### src/rtl/double_ended_queue_macros.svh
// Assertion macros for the double-ended queue.
// Included by modules that carry concurrent checks; expects i_clk and i_rst_n in scope.
`ifndef DOUBLE_ENDED_QUEUE_MACROS_SVH
`define DOUBLE_ENDED_QUEUE_MACROS_SVH

// Check a property while out of reset.
`define DQ_ASSERT(lbl, prop, msg) \
    lbl: assert property (@(posedge i_clk) disable iff (!i_rst_n) prop) else $error(msg);

// Check a property at every edge, reset included.
`define DQ_ASSERT_ALWAYS(lbl, prop, msg) \
    lbl: assert property (@(posedge i_clk) prop) else $error(msg);

`endif

### src/rtl/dq_pkg.sv
// Shared types and constants for the double-ended queue.
// No dependencies; imported by dq_cell, dq_chain and double_ended_queue.
package dq_pkg;

    localparam int VALUE_W      = 32;
    localparam int OP_W         = 2;
    localparam int STATUS_W     = 2;
    localparam int COUNT_OUT_W  = 5;
    localparam int CAPACITY_DEF = 16;

    localparam logic signed [VALUE_W-1:0] EMPTY_VALUE = '1;

    typedef enum logic [OP_W-1:0] {
        OP_PUSH_FRONT = 2'd0,
        OP_PUSH_BACK  = 2'd1,
        OP_POP_FRONT  = 2'd2,
        OP_POP_BACK   = 2'd3
    } t_op;

    typedef enum logic [STATUS_W-1:0] {
        ST_OK    = 2'd0,
        ST_EMPTY = 2'd1,
        ST_FULL  = 2'd2
    } t_status;

    // What each cell of a chain does at a clock edge.
    typedef enum logic [1:0] {
        CELL_HOLD = 2'd0,
        CELL_SHR  = 2'd1,
        CELL_SHL  = 2'd2,
        CELL_LOAD = 2'd3
    } t_cell_op;

endpackage

### src/rtl/dq_cell.sv
// One storage cell of a queue chain: holds a word, takes it from either neighbor or a load.
// Depends on dq_pkg.
module dq_cell
    import dq_pkg::*;
(
    input  logic                      i_clk,
    input  t_cell_op                  i_op,
    input  logic signed [VALUE_W-1:0] i_left,
    input  logic signed [VALUE_W-1:0] i_right,
    input  logic signed [VALUE_W-1:0] i_value,
    output logic signed [VALUE_W-1:0] o_data
);

    logic signed [VALUE_W-1:0] r_data;
    logic signed [VALUE_W-1:0] n_data;

    always_comb begin
        case (i_op)
            CELL_SHR:  n_data = i_left;
            CELL_SHL:  n_data = i_right;
            CELL_LOAD: n_data = i_value;
            default:   n_data = r_data;
        endcase
    end

    always_ff @(posedge i_clk) begin
        r_data <= n_data;
    end

    assign o_data = r_data;

endmodule

### src/rtl/dq_chain.sv
// Row of dq_cell instances holding the queue packed from cell 0 onward.
// Depends on dq_pkg and dq_cell.
module dq_chain
    import dq_pkg::*;
#(
    parameter int CAPACITY = CAPACITY_DEF,
    parameter int IDX_W    = $clog2(CAPACITY)
) (
    input  logic                      i_clk,
    input  t_cell_op                  i_op,
    input  logic [IDX_W-1:0]          i_idx,
    input  logic signed [VALUE_W-1:0] i_value,
    output logic signed [VALUE_W-1:0] o_head
);

    logic signed [VALUE_W-1:0] w_data [CAPACITY];

    for (genvar g = 0; g < CAPACITY; g++) begin : g_cell
        t_cell_op                  w_op;
        logic signed [VALUE_W-1:0] w_left;
        logic signed [VALUE_W-1:0] w_right;

        // a load touches only the addressed cell
        assign w_op = (i_op == CELL_LOAD && i_idx != IDX_W'(g)) ? CELL_HOLD : i_op;

        if (g == 0) begin : g_first
            assign w_left = i_value;
        end else begin : g_mid
            assign w_left = w_data[g-1];
        end

        if (g == CAPACITY - 1) begin : g_last
            assign w_right = w_data[g];
        end else begin : g_inner
            assign w_right = w_data[g+1];
        end

        dq_cell u_cell (
            .i_clk   (i_clk),
            .i_op    (w_op),
            .i_left  (w_left),
            .i_right (w_right),
            .i_value (i_value),
            .o_data  (w_data[g])
        );
    end

    assign o_head = w_data[0];

endmodule

### src/rtl/double_ended_queue.sv
// Bounded double-ended queue of signed 32-bit words, CAPACITY entries.
// Input channel: i_in_valid / o_in_ready carry i_op and i_push_value.
//   op 0 push front, 1 push back, 2 pop front, 3 pop back.
// Output channel: o_out_valid / i_out_ready carry o_status, o_front_value,
//   o_rear_value and o_entry_count; one result word per input word.
// Storage is two chains of cells: one packed from the front (head is the front
// entry), one packed from the rear (head is the rear entry). A push at one end
// shifts its chain by one cell and writes the other chain at the count position;
// a pop shifts the matching chain back. Every cell updates in the same cycle.
// The result is registered and valid in the cycle after the input word is accepted.
// Throughput: one word per cycle while the receiver takes results; each
//   operation is one shift or one load of each chain.
// When the receiver stalls, the result holds and o_in_ready drops until it is
//   taken; a word is accepted in the same cycle the pending result leaves.
// Reset (synchronous, active low) empties the queue and drops o_out_valid;
//   the cell contents are not cleared and never read before they are written.
// Empty queue: front and rear values read as -1. Refused pops report status 1,
//   refused pushes report status 2; neither changes the queue.
`include "double_ended_queue_macros.svh"

module double_ended_queue
    import dq_pkg::*;
#(
    parameter int CAPACITY = CAPACITY_DEF
) (
    input  logic                          i_clk,
    input  logic                          i_rst_n,
    input  logic                          i_in_valid,
    output logic                          o_in_ready,
    input  logic [OP_W-1:0]               i_op,
    input  logic signed [VALUE_W-1:0]     i_push_value,
    output logic                          o_out_valid,
    input  logic                          i_out_ready,
    output logic [STATUS_W-1:0]           o_status,
    output logic signed [VALUE_W-1:0]     o_front_value,
    output logic signed [VALUE_W-1:0]     o_rear_value,
    output logic [COUNT_OUT_W-1:0]        o_entry_count
);

    localparam int IDX_W = $clog2(CAPACITY);
    localparam int CNT_W = $clog2(CAPACITY + 1);

    logic                      r_out_valid;
    logic                      n_out_valid;
    logic [CNT_W-1:0]          r_count;
    logic [CNT_W-1:0]          n_count;
    t_status                   r_status;
    t_status                   n_status;

    t_op                       w_op;
    logic                      w_accept;
    logic                      w_is_push;
    logic                      w_full;
    logic                      w_empty;
    t_cell_op                  w_front_op;
    t_cell_op                  w_rear_op;
    logic signed [VALUE_W-1:0] w_front_head;
    logic signed [VALUE_W-1:0] w_rear_head;

    assign w_op      = t_op'(i_op);
    assign o_in_ready = !r_out_valid || i_out_ready;
    assign w_accept  = i_in_valid && o_in_ready;
    assign w_is_push = (w_op == OP_PUSH_FRONT) || (w_op == OP_PUSH_BACK);
    assign w_full    = (r_count == CNT_W'(CAPACITY));
    assign w_empty   = (r_count == '0);

    always_comb begin
        n_out_valid = r_out_valid;
        n_count     = r_count;
        n_status    = r_status;
        w_front_op  = CELL_HOLD;
        w_rear_op   = CELL_HOLD;

        if (r_out_valid && i_out_ready) begin
            n_out_valid = 1'b0;
        end

        if (w_accept) begin
            n_out_valid = 1'b1;
            n_status    = ST_OK;
            if (w_is_push && w_full) begin
                n_status = ST_FULL;
            end else if (!w_is_push && w_empty) begin
                n_status = ST_EMPTY;
            end else begin
                case (w_op)
                    OP_PUSH_FRONT: begin
                        w_front_op = CELL_SHR;
                        w_rear_op  = CELL_LOAD;
                        n_count    = r_count + CNT_W'(1);
                    end
                    OP_PUSH_BACK: begin
                        w_front_op = CELL_LOAD;
                        w_rear_op  = CELL_SHR;
                        n_count    = r_count + CNT_W'(1);
                    end
                    OP_POP_FRONT: begin
                        w_front_op = CELL_SHL;
                        n_count    = r_count - CNT_W'(1);
                    end
                    OP_POP_BACK: begin
                        w_rear_op = CELL_SHL;
                        n_count   = r_count - CNT_W'(1);
                    end
                    default: begin
                        n_count = r_count;
                    end
                endcase
            end
        end
    end

    always_ff @(posedge i_clk) begin
        if (!i_rst_n) begin
            r_out_valid <= 1'b0;
            r_count     <= '0;
        end else begin
            r_out_valid <= n_out_valid;
            r_count     <= n_count;
        end
    end

    always_ff @(posedge i_clk) begin
        r_status <= n_status;
    end

    dq_chain #(
        .CAPACITY (CAPACITY),
        .IDX_W    (IDX_W)
    ) u_front_chain (
        .i_clk   (i_clk),
        .i_op    (w_front_op),
        .i_idx   (r_count[IDX_W-1:0]),
        .i_value (i_push_value),
        .o_head  (w_front_head)
    );

    dq_chain #(
        .CAPACITY (CAPACITY),
        .IDX_W    (IDX_W)
    ) u_rear_chain (
        .i_clk   (i_clk),
        .i_op    (w_rear_op),
        .i_idx   (r_count[IDX_W-1:0]),
        .i_value (i_push_value),
        .o_head  (w_rear_head)
    );

    assign o_out_valid   = r_out_valid;
    assign o_status      = r_status;
    assign o_front_value = w_empty ? EMPTY_VALUE : w_front_head;
    assign o_rear_value  = w_empty ? EMPTY_VALUE : w_rear_head;
    assign o_entry_count = COUNT_OUT_W'(r_count);

    `DQ_ASSERT(a_count_bound, r_count <= CNT_W'(CAPACITY), "entry count above capacity")
    `DQ_ASSERT(a_push_full, w_accept && w_is_push && w_full |=> r_status == ST_FULL && r_count == CNT_W'(CAPACITY), "refused push changed the queue")
    `DQ_ASSERT(a_push_grow, w_accept && w_is_push && !w_full |=> r_count == $past(r_count) + CNT_W'(1), "accepted push did not grow the count")
    `DQ_ASSERT(a_pop_empty, w_accept && !w_is_push && w_empty |=> r_status == ST_EMPTY && r_count == '0, "refused pop changed the queue")
    `DQ_ASSERT(a_stall_hold, r_out_valid && !i_out_ready |=> r_out_valid && $stable(r_count), "stalled result lost or state moved")

endmodule

### config.mk
export PLATFORM = sky130hd
export DESIGN_NAME = double_ended_queue
export DESIGN_NICKNAME = d
export VERILOG_FILES = /design/src/rtl/dq_pkg.sv /design/src/rtl/dq_cell.sv /design/src/rtl/dq_chain.sv /design/src/rtl/double_ended_queue.sv
export VERILOG_INCLUDE_DIRS = /design/src /design/src/rtl
export SDC_FILE = /design/constraint.sdc
export NUM_CORES = 2
export LEC_CHECK = 0
export BUFFER_PORTS_ARGS = -buffer_cell sky130_fd_sc_hd__buf_2
export CORE_ASPECT_RATIO = 0.75
export CORE_MARGIN = 2
export CORE_UTILIZATION = 45
export CTS_BUF_LIST = sky130_fd_sc_hd__clkbuf_8
export CTS_CLUSTER_SIZE = 8
export DETAILED_ROUTE_END_ITERATION = 8
export PLACE_DENSITY = 0.57
export SLEW_MARGIN = 15
export SYNTH_ARGS = -nofsm -noshare
export SYNTH_HDL_FRONTEND = slang
export SYNTH_HIERARCHICAL = 1
export SYNTH_SLANG_ARGS = --single-unit
### constraint.sdc
create_clock -name i_clk -period 3.88 [get_ports i_clk]
set_clock_uncertainty 0.1 [all_clocks]
set_input_delay 0.194 -clock i_clk [delete_from_list [all_inputs] [get_ports i_clk]]
set_output_delay 0.194 -clock i_clk [all_outputs]
set_load 0.1 [all_outputs]
# Yosys cells after proc, flatten, opt, wreduce, memory -nomap -nowiden
# Index checks and enable logic that the tools add are counted.
dict set report totals {
  ff_bits 1032
  input_bits 38
  word_cells 313
}
dict set report op_classes {
  n_addsub 2
  eq_ne 115
  muxes 78
  bitwise 2
  n_reduce_logical 81
}
# op n
set ops {}
lappend ops {{one-hot mux 32 bit (3 select lines)} 28}
lappend ops {{one-hot mux 32 bit (2 select lines)} 4}
lappend ops {{== test 2 bit, second input constant} 66}
lappend ops {{nonzero test 3 bit} 28}
lappend ops {{2-to-1 mux 2 bit} 38}
lappend ops {{== test 2 x 1 -> 1 bit, second input constant} 33}
lappend ops {{2-to-1 mux 32 bit} 2}
lappend ops {{logical AND 1 bit} 36}
lappend ops {{!= test 4 bit, second input constant} 8}
lappend ops {{!= test 4 x 3 -> 1 bit, second input constant} 4}
lappend ops {{one-hot mux 2 bit (3 select lines)} 2}
lappend ops {{one-hot mux 5 bit (2 select lines)} 1}
lappend ops {{nonzero test 2 bit} 5}
lappend ops {{!= test 4 x 2 -> 1 bit, second input constant} 2}
lappend ops {{OR reduction 2 bit} 4}
lappend ops {{adder 5 x 1 -> 5 bit, second input constant} 1}
lappend ops {{== test 5 bit, second input constant} 1}
lappend ops {{zero test 5 bit} 1}
lappend ops {{subtractor 5 x 1 -> 5 bit, second input constant} 1}
lappend ops {{!= test 4 x 1 -> 1 bit, second input constant} 1}
lappend ops {{nonzero test 4 bit} 1}
lappend ops {{2-to-1 mux 1 bit} 3}
lappend ops {{AND reduction 3 bit} 1}
lappend ops {{zero test 1 bit} 2}
lappend ops {{3 further kinds} 5}

# Depth between registers and ports, before layout
dict set report depth {
  ltp_word 13
  depth_mapped 11
  depth_no_buf 8
}

# Cells and area by module
# Netlist, hierarchy kept.
# mod n_inst cells_per_inst area_each_um2 seq_area_each_um2
set modules_own_cells {}
lappend modules_own_cells {dq_cell 32 140 1672.9 960.9}
lappend modules_own_cells {double_ended_queue 1 129 996.0 180.2}
lappend modules_own_cells {dq_chain 2 58 465.4 0.0}

# Worst setup path after synthesis
# Ideal clock, no wire load.
dict set report synth_path {
  path_type {reg2reg}
  from {register r_out_valid, in the netlist o_out_valid}
  to {register u_front_chain.g_cell[3].u_cell.r_data[0], enable pin}
  arrival_time_ns 3.794
  t_required_ns 3.405
  path_slack_ns -0.388
  stages_incl_launch_ff 10
  period_less_slack_ns 4.268
  cell_sequence {dfxtp_1 > nand2b_1 > nand2_1 > inv_1 > and3_1 > buf_1 > a21boi_1 > buf_6 > buf_12 > or2_2}
}
dict set report synth_between {
  elab_chain_cells 9
  word_cells_on_any_way 11
  classes_between {eq/ne (4); mux (2); reduce/logical (5)}
}
# element line
set synth_lines {}
lappend synth_lines {{start, declared} double_ended_queue.sv:43} ;# logic r_out_valid;
lappend synth_lines {{start signal, assigned} double_ended_queue.sv:118} ;# r_out_valid <= n_out_valid;
lappend synth_lines {{zero test 1 bit *} double_ended_queue.sv:61} ;# assign o_in_ready = !r_out_valid || i_out_ready;
lappend synth_lines {{logical OR 1 bit *} double_ended_queue.sv:61}
lappend synth_lines {{via o_in_ready} double_ended_queue.sv:29} ;# output logic o_in_ready,
lappend synth_lines {{logical AND 1 bit *} double_ended_queue.sv:62} ;# assign w_accept = i_in_valid && o_in_ready;
lappend synth_lines {{2-to-1 mux 2 bit *} double_ended_queue.sv:78} ;# if (w_accept) begin
lappend synth_lines {{via w_front_op[1]} double_ended_queue.sv:55} ;# t_cell_op w_front_op;
lappend synth_lines {{== test 2 bit *} dq_chain.sv:24} ;# assign w_op = (i_op == CELL_LOAD && i_idx != IDX_W'(g)) ? CELL_HOLD : i_op;
lappend synth_lines {{logical AND 1 bit *} dq_chain.sv:24}
lappend synth_lines {{2-to-1 mux 2 bit *} dq_chain.sv:24}
lappend synth_lines {{via u_front_chain.g_cell[3].w_op[0]} dq_chain.sv:19} ;# t_cell_op w_op;
lappend synth_lines {{== test 2 bit or == test 2 x 1 -> 1 bit (tied branches)} dq_cell.sv:18} ;# case (i_op)
lappend synth_lines {{nonzero test 3 bit (no source line) *} -}
lappend synth_lines {{end signal, assigned} dq_cell.sv:27} ;# r_data <= n_data;
lappend synth_lines {{end, declared} dq_cell.sv:14} ;# logic signed [VALUE_W-1:0] r_data;
# Mark *: on every way through the listed nets, which the timed path passes. The rest lies on a longest branch.
# A chain may end at the register's enable or synchronous reset.

# Worst setup path after layout
dict set report layout_path {
  from {input port i_op[1]}
  to {register u_front_chain.g_cell[10].u_cell.r_data[10] (data pin)}
}
dict set report layout_between {
  elab_chain_cells 12
  word_cells_on_any_way 18
  classes_between {eq/ne (6); mux (6); reduce/logical (6)}
}
# element line
set layout_lines {}
lappend layout_lines {{start, declared} double_ended_queue.sv:30} ;# input logic [OP_W-1:0] i_op,
lappend layout_lines {{== test 2 x 1 -> 1 bit or zero test 2 bit (tied branches)} {double_ended_queue.sv:63, double_ended_queue.sv:86}}
lappend layout_lines {{logical OR 1 bit} double_ended_queue.sv:63} ;# assign w_is_push = (w_op == OP_PUSH_FRONT) || (w_op == OP_PUSH_BACK);
lappend layout_lines {{zero test 1 bit} double_ended_queue.sv:83} ;# end else if (!w_is_push && w_empty) begin
lappend layout_lines {{logical AND 1 bit} double_ended_queue.sv:83}
lappend layout_lines {{2-to-1 mux 2 bit} double_ended_queue.sv:83}
lappend layout_lines {{2-to-1 mux 2 bit *} double_ended_queue.sv:81} ;# if (w_is_push && w_full) begin
lappend layout_lines {{2-to-1 mux 2 bit *} double_ended_queue.sv:78}
lappend layout_lines {{via w_front_op[0]} double_ended_queue.sv:55}
lappend layout_lines {{== test 2 bit} dq_chain.sv:24}
lappend layout_lines {{logical AND 1 bit} dq_chain.sv:24}
lappend layout_lines {{2-to-1 mux 2 bit *} dq_chain.sv:24}
lappend layout_lines {{via u_front_chain.g_cell[10].w_op[0]} dq_chain.sv:19}
lappend layout_lines {{== test 2 bit or == test 2 x 1 -> 1 bit (tied branches)} dq_cell.sv:18}
lappend layout_lines {{one-hot mux 32 bit (3 select lines) *} dq_cell.sv:18}
lappend layout_lines {{via u_front_chain.g_cell[10].u_cell.n_data[10]} dq_cell.sv:15} ;# logic signed [VALUE_W-1:0] n_data;
lappend layout_lines {{end signal, assigned} dq_cell.sv:27}
lappend layout_lines {{end, declared} dq_cell.sv:14}
# Marked as above.

==> metrics.txt <==
outcome finished, final reports clean; area of the multi-input gates 0.02171 mm2; metal2 WL 71010 um; DR WL met3 4703 um; RSZ-0062 raised after global routing no; Worst R2R End u_front_chain/g_cell[10].u_cell/o_data[10]$_DFFE_PP_; Clock transition at path regs 0.06 ns; FF-to-FF setup slack 0.50 ns; f_max 0.2806 GHz; VDD IR max 0.4521 mV; Top Metal Used met4; Period Utilization, post-route 91.85%; drt drc 0; synth warn 6; die width 409.4 um; Buffers on Ports 110; Post-synth EDFFs 1026; all-layer global routing usage 21.34%; placed cells 6219; hold violation count in the final report 0; Die Height 308.0 um; first drt pass iteration count 5; worst slew pin tran 1.066 ns; final wirelength 138500 um; Crit. End Element register; max-cap violation count 0; Root Buffer clkbuf_8; Arr. time, crit path 4.02 ns; Worst EP required 4.33 ns; Top FF cell, synth edfxtp_1; Syn Area/Cell 11.74 um2; detailed router's first-iteration violation count 2377; antenna violations before repair 4; post-DR wirelength/cell 21.25 um; Mapped Cells 4725; FF+latch area 0.03093 mm2; worst skew pair latency 0.85 ns; Mapped Nets 4771; vias in the first global route 39.28k; R2R depth 9; worst hold start i_push_value[26]; accumulated negative setup slack 0 ns; Leak 19.85 nW; CTS tree yes; fillcell total 11.45k; H-tree levels 4; vias per cell 5.660; routability congestion estimate 0.7485; HPWL after detailed placement 90170 um; Final nets 4810; I/O pins 111; post-synth cell types 41; total chip power 32.15 mW; GRT Residual Overflow 0; Hold Path Class input port to register; Final Critical Period 3.564 ns; fraction of layout instances using a drive strength above 1 12.11%; core area 0.1222 mm2; slew margin rel. 28.97%; row cnt 111; wl on met1 60090 um; Synth Register Bits 1032; DR vias 36.88k; Syn Std Cell Area 0.05546 mm2; Layout area overhead 7.357%; Async S/R FF share, synth 0%; largest net degree at the start of global routing 65; CTS Buf Count 166; first-pass GRT wire length 213700 um; Sink Count 1032; reg-to-reg startpoint o_out_valid$_SDFFE_PN0P_; P per Cell Area 540.0 mW/mm2; Hold EP u_rear_chain/g_cell[0].u_cell/o_data[26]$_DFFE_PP_; Setup Viol. Count Final 0; Cell Count, Final, Fillers Out 6516; hold-critical path depth 3; Gates resized, CTS repair 0; WS Path Type input port to register; Worst Setup Start Kind input port; clk buf depth 3; crit-path max FO 56; Slew Limit Fails 0; Final ANT Viol Nets 0; DIE AREA 0.1261 mm2; Seq/Total Area, Yosys 55.77%; Starting Density 45.38%
## flip-flops by register name (all words and copies together) (netlist names)
signal,cells
u_front_chain/g_cell.u_cell/o_data,512
o_entry_count,5
u_rear_chain/g_cell.u_cell/o_data,512
o_out_valid,1
o_status,2
## worst max-delay path by stage
| stage | startpoint | to | cells after the start |
|---|---|---|---|
| after floorplan | o_entry_count[1]$_SDFFE_PN0P_ | u_front_chain/g_cell[6].u_cell/o_data[0]$_DFFE_PP_ | 8 |
| after global placement | i_out_ready | u_rear_chain/g_cell[15].u_cell/o_data[24]$_DFFE_PP_ | 9 |
| after detailed placement | i_out_ready | u_front_chain/g_cell[10].u_cell/o_data[0]$_DFFE_PP_ | 10 |
| after CTS | o_entry_count[3]$_SDFFE_PN0P_ | o_rear_value[25] | 5 |
| after global routing | i_op[1] | u_front_chain/g_cell[8].u_cell/o_data[3]$_DFFE_PP_ | 13 |
| final | i_op[1] | u_front_chain/g_cell[10].u_cell/o_data[10]$_DFFE_PP_ | 13 |
## logic make-up after synthesis
kind of cell,Yosys count,share of synthesized area (%)
xor+xnor,2,0.03159
buf+inv,383,6.374
mux,1025,18.50
compound gates,1102,10.31
fa+ha+maj,8,0.1940
flops,1032,55.77
simple gates,1173,8.819
## placed cells by master (no fill, tap or decap), types with 4 or more instances in the layout
| master | n |
|---|---|
| nor2_1 | 1026 |
| buf_4 | 95 |
| edfxtp_1 | 1026 |
| buf_12 | 29 |
| ha_1 | 7 |
| clkinv_2 | 6 |
| dlygate4sd3_1 | 15 |
| clkbuf_8 | 176 |
| clkinv_1 | 26 |
| dfxtp_1 | 4 |
| nand3_1 | 4 |
| diode_2 | 5 |
| buf_2 | 110 |
| inv_1 | 72 |
| nand2_1 | 4 |
| or2_2 | 94 |
| nand4b_1 | 8 |
| mux2i_1 | 1025 |
| or4b_1 | 6 |
| a21oi_1 | 1030 |
| a21boi_4 | 64 |
| nand4bb_1 | 12 |
## cells in the mapped netlist (4+ instances only)
cell type	number	area, um2
nor2_1	1026	3851
buf_4	38	285.3
a21boi_1	60	450.4
or4b_1	6	60.06
buf_6	36	405.4
edfxtp_1	1026	30810
nand2_1	4	15.01
a21boi_2	4	45.04
or2_2	94	588.1
nand4bb_1	12	135.1
clkbuf_1	108	405.4
buf_12	96	1922
dfxtp_1	6	120.1
buf_2	96	480.5
inv_1	5	18.77
a21oi_1	1030	5155
mux2i_1	1025	10260
nand4b_1	8	70.07
nand3_1	4	20.02
ha_1	7	87.58
## worst max-delay path, stage by stage
cell,delay (ns)
dlygate4sd3_1,0.53
buf_2,0.13
inv_1,0.06
ha_1,0.20
dlygate4sd3_1,0.58
o21ai_0,0.32
nor2_1,0.11
nor3_2,0.21
buf_12,0.42
a21boi_4,0.50
buf_4,0.38
mux2i_1,0.23
a21oi_1,0.10
## report_power, final
| part | switching (mW) | internal [mW] |
|---|---|---|
| clock | 4.37 | 4.12 |
| combinational | 5.47 | 2.51 |
| sequential | 0.960 | 14.7 |
## through the flow
stage / setup slack (ns) / instance area [um2] / util, % / hold WS (ns)
after floorplan: 0.02982 / 55460 / - / 0.2159
after global placement: 0.5634 / 56560 / 46.28 / 0.3442
after detailed placement: 0.4953 / 56560 / 46.28 / 0.3487
after CTS: 0.2993 / 59530 / 48.71 / 0.003924
after global routing: 0.1103 / 59530 / 48.71 / 0.07347
final: 0.3164 / 59540 / 48.72 / 0.09082
## cell type report
type                            instances  share of cell area (%)
Antenna cell                            5                 0.02102
Clock buffer                          176                   4.069
Clock inverter                        101                  0.6641
Inverter                                5                 0.03152
Multi-Input combinational cell       3310                   36.47
Sequential cell                      1032                   51.95
Tap cell                             1638                   3.442
Timing Repair Buffer                  249                   3.350
## metal layers
metal	track usage [%]	up-vias
li1	-	17413
met2	38.16	642
met1	26.97	18620
met5	0	-
met3	2.525	207
met4	6.660	0
## repair_timing
item / CTS / global route
buffers inserted: 0 / 0
hold buffers: 15 / 0
setup endpoints to repair: 0 / 0
endpoints found under the hold margin: 14 / 0
Note: power is estimated with default switching activity, not from simulation.
